`src/rtl/shsq_pkg.sv`:
```
// ----------------------------------------------------------------------------
// shsq_pkg: shared types and constants of the homing sequencer
// Phase codes, motion codes, register indexes, reset values and the word
// layouts that pass between the sequencer modules.
// ----------------------------------------------------------------------------
`default_nettype none

package shsq_pkg;

  localparam int unsigned TimerW    = 24;
  localparam int unsigned IntervalW = 20;
  localparam int unsigned ReadingW  = 10;
  localparam int unsigned RunW      = 8;
  localparam int unsigned StepCntW  = 16;
  localparam int unsigned CfgIdxW   = 3;
  localparam int unsigned CfgDataW  = 24;
  localparam int unsigned InDataW   = 24;
  localparam int unsigned OutDataW  = 16;

  localparam logic [TimerW-1:0] TimerMax = {TimerW{1'b1}};
  localparam logic [RunW-1:0]   RunMax   = {RunW{1'b1}};

  // Sequencer phase, one-hot inside the block
  typedef enum logic [4:0] {
    PH_IDLE    = 5'b00001,
    PH_SEEK1   = 5'b00010,
    PH_SETTLE  = 5'b00100,
    PH_SEEK2   = 5'b01000,
    PH_BACKOFF = 5'b10000
  } phase_e;

  // Phase codes as reported on the result word
  localparam logic [2:0] PHASE_CODE_IDLE    = 3'd0;
  localparam logic [2:0] PHASE_CODE_SEEK1   = 3'd1;
  localparam logic [2:0] PHASE_CODE_SETTLE  = 3'd2;
  localparam logic [2:0] PHASE_CODE_SEEK2   = 3'd3;
  localparam logic [2:0] PHASE_CODE_BACKOFF = 3'd4;

  // External motion command
  localparam logic [1:0] MC_RUN   = 2'd0;
  localparam logic [1:0] MC_PAUSE = 2'd1;
  localparam logic [1:0] MC_ABORT = 2'd2;

  localparam logic CMD_START = 1'b1;

  // Configuration register indexes
  localparam logic [CfgIdxW-1:0] CFG_STALL_THRESHOLD = 3'd0;
  localparam logic [CfgIdxW-1:0] CFG_CHECK_INTERVAL  = 3'd1;
  localparam logic [CfgIdxW-1:0] CFG_START_DELAY     = 3'd2;
  localparam logic [CfgIdxW-1:0] CFG_CHECKS_NEEDED   = 3'd3;
  localparam logic [CfgIdxW-1:0] CFG_SEEK_TIMEOUT    = 3'd4;
  localparam logic [CfgIdxW-1:0] CFG_SETTLE          = 3'd5;
  localparam logic [CfgIdxW-1:0] CFG_STEP_INTERVAL   = 3'd6;
  localparam logic [CfgIdxW-1:0] CFG_BACKOFF_STEPS   = 3'd7;

  // Reset values
  localparam logic [ReadingW-1:0]  RST_STALL_THRESHOLD = 10'd100;
  localparam logic [IntervalW-1:0] RST_CHECK_INTERVAL  = 20'd10000;
  localparam logic [TimerW-1:0]    RST_START_DELAY     = 24'd500000;
  localparam logic [RunW-1:0]      RST_CHECKS_NEEDED   = 8'd3;
  localparam logic [TimerW-1:0]    RST_SEEK_TIMEOUT    = 24'd10000000;
  localparam logic [TimerW-1:0]    RST_SETTLE          = 24'd500000;
  localparam logic [IntervalW-1:0] RST_STEP_INTERVAL   = 20'd1000;
  localparam logic [StepCntW-1:0]  RST_BACKOFF_STEPS   = 16'd240;

  // Settings as the step logic sees them (intervals already forced to >= 1)
  typedef struct packed {
    logic [ReadingW-1:0]  stall_threshold;
    logic [IntervalW-1:0] check_step;
    logic [TimerW-1:0]    seek_load;
    logic [RunW-1:0]      checks_needed;
    logic [TimerW-1:0]    seek_timeout;
    logic [TimerW-1:0]    settle;
    logic [IntervalW-1:0] step_step;
    logic [StepCntW-1:0]  backoff_steps;
  } cfg_t;

  typedef struct packed {
    phase_e               phase;
    logic                 hold;
    logic [TimerW-1:0]    check_timer;
    logic [TimerW-1:0]    elapsed;
    logic [RunW-1:0]      stall_run;
    logic [StepCntW-1:0]  step_cnt;
  } state_t;

  typedef struct packed {
    logic                 start;
    logic [1:0]           motion;
    logic [ReadingW-1:0]  stall_a;
    logic [ReadingW-1:0]  stall_b;
  } item_t;

  typedef struct packed {
    logic [2:0] phase;
    logic       paused;
    logic       drive_a_on;
    logic       drive_a_fwd;
    logic       drive_b_on;
    logic       drive_b_fwd;
    logic       step_pulse;
    logic       zero_position;
    logic       finished;
    logic       aborted;
  } result_t;

  function automatic logic [2:0] phase_code(phase_e ph);
    logic [2:0] code;
    case (ph)
      PH_SEEK1:   code = PHASE_CODE_SEEK1;
      PH_SETTLE:  code = PHASE_CODE_SETTLE;
      PH_SEEK2:   code = PHASE_CODE_SEEK2;
      PH_BACKOFF: code = PHASE_CODE_BACKOFF;
      default:    code = PHASE_CODE_IDLE;
    endcase
    return code;
  endfunction

  function automatic logic [TimerW-1:0] sat_inc(logic [TimerW-1:0] v);
    logic [TimerW-1:0] r;
    r = (v == TimerMax) ? TimerMax : v + TimerW'(1);
    return r;
  endfunction

endpackage

`default_nettype wire

```
`src/rtl/shsq_cfg.sv`:
```
// ----------------------------------------------------------------------------
// shsq_cfg: configuration registers of the homing sequencer
// Holds the eight settings and the derived values the step logic needs.
// ----------------------------------------------------------------------------
`default_nettype none

module shsq_cfg (
  input  logic                          clk_i,
  input  logic                          rst_ni,
  input  logic                          cfg_we_i,
  input  logic [shsq_pkg::CfgIdxW-1:0]  cfg_idx_i,
  input  logic [shsq_pkg::CfgDataW-1:0] cfg_data_i,
  output shsq_pkg::cfg_t                cfg_o
);
  import shsq_pkg::*;

  logic [ReadingW-1:0]  stall_threshold_q;
  logic [IntervalW-1:0] check_interval_q;
  logic [TimerW-1:0]    start_delay_q;
  logic [RunW-1:0]      checks_needed_q;
  logic [TimerW-1:0]    seek_timeout_q;
  logic [TimerW-1:0]    settle_q;
  logic [IntervalW-1:0] step_interval_q;
  logic [StepCntW-1:0]  backoff_steps_q;

  logic [IntervalW-1:0] check_step;
  logic [IntervalW-1:0] step_step;
  logic [TimerW:0]      load_sum;
  logic [TimerW-1:0]    seek_load;

  always_ff @(posedge clk_i or negedge rst_ni) begin
    if (!rst_ni) begin
      stall_threshold_q <= RST_STALL_THRESHOLD;
      check_interval_q  <= RST_CHECK_INTERVAL;
      start_delay_q     <= RST_START_DELAY;
      checks_needed_q   <= RST_CHECKS_NEEDED;
      seek_timeout_q    <= RST_SEEK_TIMEOUT;
      settle_q          <= RST_SETTLE;
      step_interval_q   <= RST_STEP_INTERVAL;
      backoff_steps_q   <= RST_BACKOFF_STEPS;
    end else if (cfg_we_i) begin
      case (cfg_idx_i)
        CFG_STALL_THRESHOLD: stall_threshold_q <= cfg_data_i[ReadingW-1:0];
        CFG_CHECK_INTERVAL:  check_interval_q  <= cfg_data_i[IntervalW-1:0];
        CFG_START_DELAY:     start_delay_q     <= cfg_data_i[TimerW-1:0];
        CFG_CHECKS_NEEDED:   checks_needed_q   <= cfg_data_i[RunW-1:0];
        CFG_SEEK_TIMEOUT:    seek_timeout_q    <= cfg_data_i[TimerW-1:0];
        CFG_SETTLE:          settle_q          <= cfg_data_i[TimerW-1:0];
        CFG_STEP_INTERVAL:   step_interval_q   <= cfg_data_i[IntervalW-1:0];
        CFG_BACKOFF_STEPS:   backoff_steps_q   <= cfg_data_i[StepCntW-1:0];
        default: ;
      endcase
    end
  end

  // A zero interval acts as one
  assign check_step = (check_interval_q == '0) ? IntervalW'(1) : check_interval_q;
  assign step_step  = (step_interval_q == '0) ? IntervalW'(1) : step_interval_q;

  // Seek entry load: start delay plus one interval, saturated
  assign load_sum  = {1'b0, start_delay_q} + {{(TimerW + 1 - IntervalW){1'b0}}, check_step};
  assign seek_load = load_sum[TimerW] ? TimerMax : load_sum[TimerW-1:0];

  assign cfg_o.stall_threshold = stall_threshold_q;
  assign cfg_o.check_step      = check_step;
  assign cfg_o.seek_load       = seek_load;
  assign cfg_o.checks_needed   = checks_needed_q;
  assign cfg_o.seek_timeout    = seek_timeout_q;
  assign cfg_o.settle          = settle_q;
  assign cfg_o.step_step       = step_step;
  assign cfg_o.backoff_steps   = backoff_steps_q;

endmodule

`default_nettype wire

```
`src/rtl/shsq_step.sv`:
```
// ----------------------------------------------------------------------------
// shsq_step: one-tick transition of the homing sequencer
// Takes the held state and one tick word, gives the next state and result.
// ----------------------------------------------------------------------------
`default_nettype none

module shsq_step (
  input  shsq_pkg::state_t  state_i,
  input  shsq_pkg::item_t   item_i,
  input  shsq_pkg::cfg_t    cfg_i,
  output shsq_pkg::state_t  state_o,
  output shsq_pkg::result_t result_o
);
  import shsq_pkg::*;

  localparam state_t IdleState = '{phase: PH_IDLE, default: '0};

  logic                 busy;
  logic                 stalled;
  logic [RunW-1:0]      run_inc;
  logic [TimerW-1:0]    check_load;
  logic [TimerW-1:0]    step_load;
  logic [TimerW-1:0]    el_inc;

  assign busy = (state_i.phase == PH_SEEK1) || (state_i.phase == PH_SETTLE) ||
                (state_i.phase == PH_SEEK2) || (state_i.phase == PH_BACKOFF);
  assign stalled = (item_i.stall_a < cfg_i.stall_threshold) ||
                   (item_i.stall_b < cfg_i.stall_threshold);
  assign run_inc    = (state_i.stall_run == RunMax) ? RunMax
                                                    : state_i.stall_run + RunW'(1);
  assign check_load = TimerW'(cfg_i.check_step);
  assign step_load  = TimerW'(cfg_i.step_step);
  assign el_inc     = sat_inc(state_i.elapsed);

  always_comb begin
    logic done;
    state_o  = state_i;
    result_o = '0;
    done     = 1'b0;

    if (!busy) begin
      state_o = IdleState;
      if ((item_i.start == CMD_START) && (item_i.motion != MC_ABORT)) begin
        state_o.phase       = PH_SEEK1;
        state_o.check_timer = cfg_i.seek_load;
        state_o.hold        = (item_i.motion == MC_PAUSE);
      end
    end else if (item_i.motion == MC_ABORT) begin
      state_o          = IdleState;
      result_o.aborted = 1'b1;
    end else if (item_i.motion == MC_PAUSE) begin
      state_o.hold = 1'b1;
      case (state_i.phase)
        PH_SEEK1, PH_SEEK2: begin
          state_o.check_timer = check_load;
          state_o.elapsed     = '0;
        end
        PH_SETTLE: begin
          state_o.elapsed = el_inc;
        end
        default: ;
      endcase
    end else begin
      state_o.hold = 1'b0;
      case (state_i.phase)
        PH_SEEK1, PH_SEEK2: begin
          state_o.elapsed = el_inc;
          if (state_i.check_timer > TimerW'(1)) begin
            state_o.check_timer = state_i.check_timer - TimerW'(1);
          end else begin
            state_o.check_timer = check_load;
            if (stalled) begin
              state_o.stall_run = run_inc;
              done = (run_inc >= cfg_i.checks_needed);
            end else begin
              state_o.stall_run = '0;
            end
            if (el_inc > cfg_i.seek_timeout) begin
              done = 1'b1;
            end
          end
          if (done) begin
            state_o.stall_run = '0;
            state_o.elapsed   = '0;
            if (state_i.phase == PH_SEEK1) begin
              state_o.phase = PH_SETTLE;
            end else begin
              state_o.phase       = PH_BACKOFF;
              state_o.step_cnt    = '0;
              state_o.check_timer = TimerW'(1);
            end
          end
        end
        PH_SETTLE: begin
          state_o.elapsed = el_inc;
          if (el_inc >= cfg_i.settle) begin
            state_o.phase       = PH_SEEK2;
            state_o.check_timer = cfg_i.seek_load;
            state_o.elapsed     = '0;
            state_o.stall_run   = '0;
          end
        end
        default: begin
          // back-off
          if (state_i.check_timer > TimerW'(1)) begin
            state_o.check_timer = state_i.check_timer - TimerW'(1);
          end else if (state_i.step_cnt < cfg_i.backoff_steps) begin
            result_o.step_pulse = 1'b1;
            state_o.step_cnt    = state_i.step_cnt + StepCntW'(1);
            state_o.check_timer = step_load;
          end else begin
            result_o.zero_position = 1'b1;
            result_o.finished      = 1'b1;
            state_o                = IdleState;
          end
        end
      endcase
    end

    result_o.phase  = phase_code(state_o.phase);
    result_o.paused = state_o.hold;
    if (!state_o.hold && ((state_o.phase == PH_SEEK1) || (state_o.phase == PH_SEEK2))) begin
      result_o.drive_a_on  = 1'b1;
      result_o.drive_b_on  = 1'b1;
      result_o.drive_b_fwd = (state_o.phase == PH_SEEK2);
    end
  end

endmodule

`default_nettype wire

```
`src/rtl/stall_sensing_homing_sequencer_core.sv`:
```
// ----------------------------------------------------------------------------
// stall_sensing_homing_sequencer_core: sensorless two-axis homing sequencer
// Input register, one-tick transition logic and result register, with the
// configuration registers beside them.
// ----------------------------------------------------------------------------
//
//  channel   dir   handshake              word
//  --------  ----  ---------------------  ---------------------------------
//  s_axis    in    tvalid/tready          tick: tdata readings, tuser start
//  m_axis    out   tvalid/tready          result of one tick in tdata
//  cfg       in    cfg_we_i, no stall     register index and write data
//
//  One tick word per cycle, sustained while m_axis is ready: a word is held
//  in the input register, its transition runs through shsq_step, and the
//  result lands in the result register.
//  The input register takes a new word whenever it empties in the same cycle,
//  which only an unready m_axis prevents; a stall on m_axis holds both words.
//  Reset idles the sequencer and loads the documented register defaults.
//
`default_nettype none

module stall_sensing_homing_sequencer_core (
  input  logic                          clk_i,
  input  logic                          rst_ni,
  // tick words
  input  logic                          s_axis_tvalid,
  output logic                          s_axis_tready,
  // [1:0] motion_cmd, [11:2] stall_a, [21:12] stall_b, [23:22] zero
  input  logic [shsq_pkg::InDataW-1:0]  s_axis_tdata,
  // [0] cmd
  input  logic                          s_axis_tuser,
  // result words
  output logic                          m_axis_tvalid,
  input  logic                          m_axis_tready,
  // [2:0] phase, [3] paused, [4] drive_a_on, [5] drive_a_fwd, [6] drive_b_on,
  // [7] drive_b_fwd, [8] step_pulse, [9] zero_position, [10] finished,
  // [11] aborted, [15:12] zero
  output logic [shsq_pkg::OutDataW-1:0] m_axis_tdata,
  // configuration writes
  input  logic                          cfg_we_i,
  input  logic [shsq_pkg::CfgIdxW-1:0]  cfg_idx_i,
  input  logic [shsq_pkg::CfgDataW-1:0] cfg_data_i
);
  import shsq_pkg::*;

  localparam state_t IdleState = '{phase: PH_IDLE, default: '0};

  cfg_t    cfg;
  logic    in_valid_q;
  item_t   in_q;
  state_t  state_q, state_d;
  logic    out_valid_q;
  result_t out_q, res_d;
  logic    advance;

  shsq_cfg u_cfg (
    .clk_i      (clk_i),
    .rst_ni     (rst_ni),
    .cfg_we_i   (cfg_we_i),
    .cfg_idx_i  (cfg_idx_i),
    .cfg_data_i (cfg_data_i),
    .cfg_o      (cfg)
  );

  // Advance the held tick when the result register is free or being emptied
  assign advance       = in_valid_q && (!out_valid_q || m_axis_tready);
  assign s_axis_tready = !in_valid_q || advance;

  always_ff @(posedge clk_i or negedge rst_ni) begin
    if (!rst_ni) begin
      in_valid_q <= 1'b0;
    end else if (s_axis_tready) begin
      in_valid_q <= s_axis_tvalid;
    end
  end

  // Tick payload: capture on accept, no reset needed
  always_ff @(posedge clk_i) begin
    if (s_axis_tvalid && s_axis_tready) begin
      in_q.start   <= s_axis_tuser;
      in_q.motion  <= s_axis_tdata[1:0];
      in_q.stall_a <= s_axis_tdata[11:2];
      in_q.stall_b <= s_axis_tdata[21:12];
    end
  end

  shsq_step u_step (
    .state_i  (state_q),
    .item_i   (in_q),
    .cfg_i    (cfg),
    .state_o  (state_d),
    .result_o (res_d)
  );

  // Sequencer state moves only when a tick is consumed
  always_ff @(posedge clk_i or negedge rst_ni) begin
    if (!rst_ni) begin
      state_q <= IdleState;
    end else if (advance) begin
      state_q <= state_d;
    end
  end

  always_ff @(posedge clk_i or negedge rst_ni) begin
    if (!rst_ni) begin
      out_valid_q <= 1'b0;
    end else if (advance) begin
      out_valid_q <= 1'b1;
    end else if (m_axis_tready) begin
      out_valid_q <= 1'b0;
    end
  end

  always_ff @(posedge clk_i) begin
    if (advance) begin
      out_q <= res_d;
    end
  end

  assign m_axis_tvalid = out_valid_q;
  assign m_axis_tdata  = {4'b0000,
                          out_q.aborted, out_q.finished, out_q.zero_position,
                          out_q.step_pulse, out_q.drive_b_fwd, out_q.drive_b_on,
                          out_q.drive_a_fwd, out_q.drive_a_on, out_q.paused,
                          out_q.phase};

`ifndef SYNTHESIS
  // Zeroing and completion always come together
  a_fin_zero: assert property (@(posedge clk_i) disable iff (!rst_ni)
    out_valid_q |-> (out_q.finished == out_q.zero_position))
    else $error("finished without zero_position or the reverse");

  // Drives run only in an unpaused seek
  a_drive_seek: assert property (@(posedge clk_i) disable iff (!rst_ni)
    (out_valid_q && out_q.drive_a_on) |->
      (!out_q.paused &&
       ((out_q.phase == PHASE_CODE_SEEK1) || (out_q.phase == PHASE_CODE_SEEK2))))
    else $error("drive on outside an active seek");

  // Idle carries no leftover timer or hold
  a_idle_clean: assert property (@(posedge clk_i) disable iff (!rst_ni)
    (state_q.phase == PH_IDLE) |->
      ((state_q.check_timer == '0) && !state_q.hold && (state_q.step_cnt == '0)))
    else $error("idle state not cleared");

  // A held tick stays until it is consumed
  a_in_hold: assert property (@(posedge clk_i) disable iff (!rst_ni)
    (in_valid_q && !advance) |=> (in_valid_q && $stable(in_q)))
    else $error("held tick lost or changed");

  // Abort always lands in idle
  a_abort_idle: assert property (@(posedge clk_i) disable iff (!rst_ni)
    (advance && res_d.aborted) |=> (state_q.phase == PH_IDLE))
    else $error("abort did not return to idle");
`endif

endmodule

`default_nettype wire
```
`config.mk`:
```
export PLATFORM = sky130hd
export DESIGN_NAME = stall_sensing_homing_sequencer_core
export DESIGN_NICKNAME = d
export VERILOG_FILES = /design/src/rtl/shsq_pkg.sv /design/src/rtl/shsq_cfg.sv /design/src/rtl/shsq_step.sv /design/src/rtl/stall_sensing_homing_sequencer_core.sv
export SDC_FILE = /design/constraint.sdc
export NUM_CORES = 1
export LEC_CHECK = 0
export ABC_CLOCK_PERIOD_IN_PS = 10500
export BUFFER_PORTS_ARGS = -buffer_cell sky130_fd_sc_hd__buf_2
export CORE_MARGIN = 4
export CORE_UTILIZATION = 40
export CTS_CLUSTER_DIAMETER = 100
export DETAILED_ROUTE_END_ITERATION = 8
export GPL_TIMING_DRIVEN = 0
export HOLD_SLACK_MARGIN = 0.08
export SLEW_MARGIN = 15
export SYNTH_ARGS = -nofsm -noshare
export SYNTH_HDL_FRONTEND = slang
export SYNTH_SLANG_ARGS = --single-unit
```
`constraint.sdc`:
```
create_clock -name clk_i -period 10.5 [get_ports clk_i]
set_input_delay 2.1 -clock clk_i [delete_from_list [all_inputs] [get_ports clk_i]]
set_output_delay 2.1 -clock clk_i [all_outputs]
set_load 0.05 [all_outputs]
```
# Yosys cells after proc, flatten, opt, wreduce, memory -nomap -nowiden
# Index checks and enable logic that the tools add are counted.
# word_totals
register_bits,259
input_bits,57
output_inout_bits,18
elab_cells,155
# classes
add_sub_neg,5
magnitude_cmp,7
eq_ne,32
mux,49
bitwise,1
reduce_logical,33
# ops
operator,count
24-bit 2-to-1 mux,7
78-bit 2-to-1 mux,2
56-bit case mux with 2 select lines,1
72-bit 2-to-1 mux,1
20-bit 2-to-1 mux,3
56-bit 2-to-1 mux,1
49-bit 2-to-1 mux,1
48-bit 2-to-1 mux,1
24-bit case mux with 2 select lines,1
20-bit zero test,2
16-bit 2-to-1 mux,2
32-bit 2-to-1 mux,1
16-bit case mux with 2 select lines,1
27-bit 2-to-1 mux,1
24-bit by 20-bit adder with 25-bit output,1
5-bit != test (second input constant),5
24-bit by 1-bit adder with 24-bit output (second input constant),1
24-bit == test (second input constant),1
24-bit >= comparator,1
24-bit by 1-bit > comparator with 1-bit output (second input constant),1
24-bit > comparator,1
8-bit 2-to-1 mux,3
24-bit by 1-bit subtractor with 24-bit output (second input constant),1
10-bit less-than comparator,2
other kinds (36),85

# Depth between registers and ports, before layout
# depth
ltp_word,19
ltp_mapped,23
ltp_nobuf,18

# Modules after synthesis
# A second synthesis with hierarchy kept.
# hier_totals
hier_cells,1778
hier_area_um2,17481.8
# modules_own_cells
module,n_inst,cells_per_inst,area_each_um2,seq_area_each_um2
shsq_cfg,1,542,7059.3,3706.1
shsq_step,1,1023,6314.8,0.0
stall_sensing_homing_sequencer_core,1,213,4107.7,3054.2

# Least setup slack after synthesis
# OpenSTA, ideal clock, no wires.
# synth_timing
path_type,register to register
startpoint,reg state_q[24] (netlist bit)
endpoint,reg state_q[63] (netlist bit)
setup_ns,0.082
arrival_ns,4.626
required_time_ns,10.418
setup_slack_ns,5.792
stages_incl_launch_ff,22
path_buffers,3
synth_period_minus_slack_ns,4.708
path_cell_list,dfrtp_1 -> ha_1 -> nand4_1 -> nor2_1 -> and3_1 -> clkbuf_1 -> nand3_1 -> nor2_1 -> nand3_1 -> clkbuf_1 -> clkbuf_1 -> nand2_1 -> ha_1 -> a21oi_1 -> o21ai_0 -> a221oi_1 -> o21ai_0 -> o211a_1 -> o31ai_2 -> nand2_1 -> or4_1 -> a31oi_1
# synth_via
elab_chain_cells,14
word_cells_on_any_way,18
classes_between,add/sub: 1; order compare: 2; eq/ne: 2; mux: 12; reduce/logical: 1
# synth_rtl
item,line_no,text
from (decl),stall_sensing_homing_sequencer_core.sv:51,"state_t state_q, state_d;"
from (signal assigned),stall_sensing_homing_sequencer_core.sv:98,state_q <= IdleState;
from (signal assigned),stall_sensing_homing_sequencer_core.sv:100,state_q <= state_d;
24-bit by 1-bit adder with 24-bit output / 24-bit == test (equally long branches),shsq_pkg.sv:121,r = (v == TimerMax) ? TimerMax : v + TimerW'(1);
24-bit 2-to-1 mux (*),shsq_pkg.sv:121,
24-bit > comparator,shsq_step.sv:78,if (el_inc > cfg_i.seek_timeout) begin
1-bit 2-to-1 mux,shsq_step.sv:78,
1-bit 2-to-1 mux,shsq_step.sv:68,if (state_i.check_timer > TimerW'(1)) begin
1-bit 2-to-1 mux,shsq_step.sv:65,case (state_i.phase)
1-bit 2-to-1 mux,shsq_step.sv:51,end else if (item_i.motion == MC_PAUSE) begin
1-bit 2-to-1 mux,shsq_step.sv:48,end else if (item_i.motion == MC_ABORT) begin
1-bit 2-to-1 mux,shsq_step.sv:41,if (!busy) begin
72-bit 2-to-1 mux,shsq_step.sv:82,if (done) begin
56-bit case mux with 2 select lines,shsq_step.sv:65,
49-bit 2-to-1 mux,shsq_step.sv:51,
78-bit 2-to-1 mux,shsq_step.sv:48,
78-bit 2-to-1 mux,shsq_step.sv:41,
# Every way passes the cells marked *; elsewhere a longest branch is shown, timed or not. The select of a mux whose other input is x is not followed.
# A chain may end at the register's enable or synchronous reset.

# Worst setup path after layout
# layout_timing
startpoint,reg state_q[24] (netlist bit)
endpoint,reg state_q[59] (netlist bit)
# Same word-level chain as after synthesis.

==> impl_results.md <==
* Launch point of the worst path: state_q[24]$_DFFE_PN0P_
* Initial drt markers at 1175
* Worst R2R End: state_q[59]$_DFFE_PN0P_
* Distinct cell type count after synthesis at 89
* Initial antenna violation count at 0
* Global route overflow at 0
* Final setup violation count at 0
* Max-cap violations at 0
* Placed Instances at 2284
* Synth warnings at 0
* ANT cells at 0
* Fraction of layout cells with a size suffix above 1 at about 18%
* Final #Nets at 1966
* # hold bufs at CTS at 0
* Critical Path Stages at 20
* Final min period at approximately 6.9 ns
* First-pass GRT wire length at 79530 µm
* CP Max Fanout at 10
* Outcome: complete, no violations
* Starting Density at 40.61%
* Post-DR vias/cell at 5.834
* Die Y at 209.1 µm
* # clock sinks at 257
* Top_reg_cell synth: dfrtp_1
* Port bufs at 64
* Drt drc at 0
* CTS root buf: clkbuf_16
* CP bufs+invs at 4
* Final ANT Viol Nets at 0
* Final GP Congestion at 0.9266
* TritonCTS Buffers at 31
* Worst EP arrival at 7.35 ns
* CP Capture Type: flip-flop
* Worst slew margin at 20.16%
* Multi-input logic area at 8715 µm²
* Crit path cell chain: ha_1, nand4_1, nor2_1, and3_1, clkbuf_1, nand3_1, nor2_1, nand3_1, clkbuf_1, clkbuf_1, o21ai_0, ha_1, and4_1, nand2_1, o31ai_1, nand2_1, a311oi_2, clkbuf_1, o221ai_1, o311ai_0
* End point of the critical path: state_q[59]$_DFFE_PN0P_
* Sum Neg Setup Slack at 0 ns
* Post-Synthesis Cells at 1688
* Clk buf depth at 3
* Type of origin of the critical path: flip-flop
* Synthesized area per cell at 9.580 µm²
* # IOs at between 70 and 80
* Area added between synthesis and finish at 13.40%
* Pins Over Slew Limit at 0
* Leading area contributor after synthesis: dfrtp_1
* DR pass1 iterations at 6
* Most frequent cells in the layout: 182 x dfrtp_1, 156 x nand2_1, 141 x o21ai_0, 116 x ha_1, 114 x inv_1
* Final Cell Area at 18340 µm²
* R2R depth at 20
* WS Path Type: flip-flop to flip-flop
* Worst EP required at 10.98 ns
* Vias in the first global route at ~14000
* Reg area at 6645 µm²
* Yosys top cell area share at about 28%
* Core area at 39820 µm²
* Min-Delay Path Class: flip-flop to flip-flop
* DP HPWL at between 30000 and 40000 µm
* Via count at 13663
* RR Startpoint: state_q[24]$_DFFE_PN0P_
* Area contributors post-synth: dfrtp_1 28%, ha_1 9.0%, mux2_2 7.7%, dfstp_2 7.0%, edfxtp_1 5.9%
* Die area at 43710 µm²
* Core Rows at 73
* Worst VDD drop at 0.0001344 V
* Setup Skew at 0.02257 ns
* Static leakage at 8.121 nW
* Post-cts sizing count at 0
* Die width at between 200 and 250 µm
* CP peak stage delay at around 0.86 ns
* Wirelength per Cell at between 20 and 25 µm
* Final hold viol count at 0
* Fin crit share at 65.51%
* CP delay by family, top: compound AO/OA/AOI/OAI gates
* Sequential fraction of the synthesis area at 41.09%
* Synthesized area at 16170 µm²
* Final Util at 46.05%
* Tot Pwr at 3.525 mW
* Slowest cell on the critical path: a311oi_2
* Pwr/cell area at 192.2 nW/µm²
* CTS tree: yes
* Worst Max-Slew Pin Slew at 1.188 ns
* R2R Setup Slk at 3.62 ns
* CTS clock-pin slew for the worst setup and hold paths at 0.06 ns
* Non-filler cells, final at 2342
* Gr usage total at 22.94%
* Post-synth EDFFs at 32
* Max frequency at 0.1454 GHz
* Commonest non-fill, non-tap cell in the layout: dfrtp_1
* Clock Latency Late Sink at ~0.6 ns
* Synth Register Bits at 257
* Post-synth ARST share at 87.55%
* Fillers at 3815
* Post-CTS setup buffers at 0
* Largest net degree at the start of global routing at roughly 100
* H-tree depth at 1
* Placed Area at 17250 µm²
* Crit-path most repeated cell: clkbuf_1
* RSZ-0062 raised after global routing: no
* Post-Route WL at 51270 µm
-- how the worst min path moves through the flow --
stage / startpoint / endpoint / slack, ns / cells after the start
floorplan: state_q[15]$_DFFE_PN0P_ / state_q[15]$_DFFE_PN0P_ / 0.45 / 1
global placement: in_valid_q$_DFFE_PN0N_ / m_axis_tvalid$_DFFE_PN0P_ / 0.47 / 1
detailed placement: in_valid_q$_DFFE_PN0N_ / m_axis_tvalid$_DFFE_PN0P_ / 0.49 / 1
CTS: in_valid_q$_DFFE_PN0N_ / m_axis_tvalid$_DFFE_PN0P_ / 0.50 / 1
global route: u_cfg.backoff_steps_q[3]$_DFFE_PN0P_ / u_cfg.backoff_steps_q[3]$_DFFE_PN0P_ / 0.51 / 1
finish: in_valid_q$_DFFE_PN0N_ / m_axis_tvalid$_DFFE_PN0P_ / 0.49 / 1
-- power by group --
| group | total (mW) | switching [mW] | internal (mW) |
|---|---|---|---|
| registers | 1.36 | 0.152 | 1.20 |
| logic | 1.02 | 0.615 | 0.402 |
| clock network | 1.15 | 0.460 | 0.691 |
-- worst register-to-register path: stages, from the launching register on --
cell and delay (ns):
dfrtp_1 0.42, ha_1 0.29, nand4_1 0.17, nor2_1 0.10, and3_1 0.19, clkbuf_1 0.15, nand3_1 0.30, nor2_1 0.16
nand3_1 0.24, clkbuf_1 0.41, clkbuf_1 0.47, o21ai_0 0.31, ha_1 0.38, and4_1 0.23, nand2_1 0.09, o31ai_1 0.59
nand2_1 0.30, a311oi_2 0.86, clkbuf_1 0.57, o221ai_1 0.37, o311ai_0 0.17
-- cell usage after synthesis, types with 6 or more instances --
cell / instances
a211oi_1: 6
a21o_1: 28
a21oi_1: 100
a221o_1: 22
a221oi_1: 8
a22o_1: 6
a31oi_1: 25
and2_1: 13
and3_1: 31
buf_2: 9
buf_4: 9
clkbuf_1: 72
dfrtp_1: 182
dfstp_2: 43
edfxtp_1: 32
ha_1: 116
inv_1: 114
mux2_2: 111
nand2_1: 156
nand2b_1: 19
nand3_1: 44
nand4_1: 17
nor2_1: 75
nor2b_1: 8
nor3_1: 37
nor3b_1: 8
nor4_1: 19
nor4b_1: 8
o211ai_1: 19
o21a_1: 6
o21ai_0: 141
o221ai_1: 7
o22ai_1: 7
o31ai_1: 16
or3_1: 7
or4_1: 7
xnor2_1: 32
xor2_1: 22
-- metal layers --
layer,track usage (%),vias up,part of all wire [%],routed length (µm)
li1,-,6404,-,-
met5,0,-,0,0
met4,9.271,0,4.8,2466
met3,3.948,121,5.6,2875
met1,29.99,6718,43,22090
met2,37.95,420,46,23830
-- state kept, by name, summed over array words and instances, names as in the netlist --
name and cells:
state_q 77, u_cfg.seek_timeout_q 24, u_cfg.settle_q 24, u_cfg.start_delay_q 24
in_q 23, u_cfg.check_interval_q 20, u_cfg.step_interval_q 20, u_cfg.backoff_steps_q 16
u_cfg.stall_threshold_q 10, m_axis_tdata 9, u_cfg.checks_needed_q 8, in_valid_q 1
m_axis_tvalid 1
-- cell type report --
cell class              count  share of cell area [%]
multi-input cells        1228                   47.52
repair buffers             67                   2.142
flip-flops and latches    257                   36.24
plain buffers              93                   2.231
well taps                 525                   3.582
clock inverters            21                   1.426
clock buffers              37                   4.524
inverters                 114                   2.334
-- cell families (layout without fill, tap and decap cells) --
kind of cell	Yosys count	in the layout	share of synthesized area, %
mux	111	111	7.730
fa+ha+maj	117	117	9.099
buf+inv	207	332	5.176
other cells	1	5	0.02319
compound gates	459	459	18.53
flops	257	257	41.09
simple gates	482	482	15.42
xor+xnor	54	54	2.925
-- through the flow --
| step | setup slack (ns) | hold slack [ns] |
|---|---|---|
| floorplan | 5.792 | 0.4508 |
| detailed placement | 3.882 | 0.4896 |
| finish | 3.622 | 0.4920 |
| CTS | 3.850 | 0.4963 |
| global placement | 3.224 | 0.4704 |
| global route | 3.343 | 0.5138 |
Power figures use the tool's default switching activity.
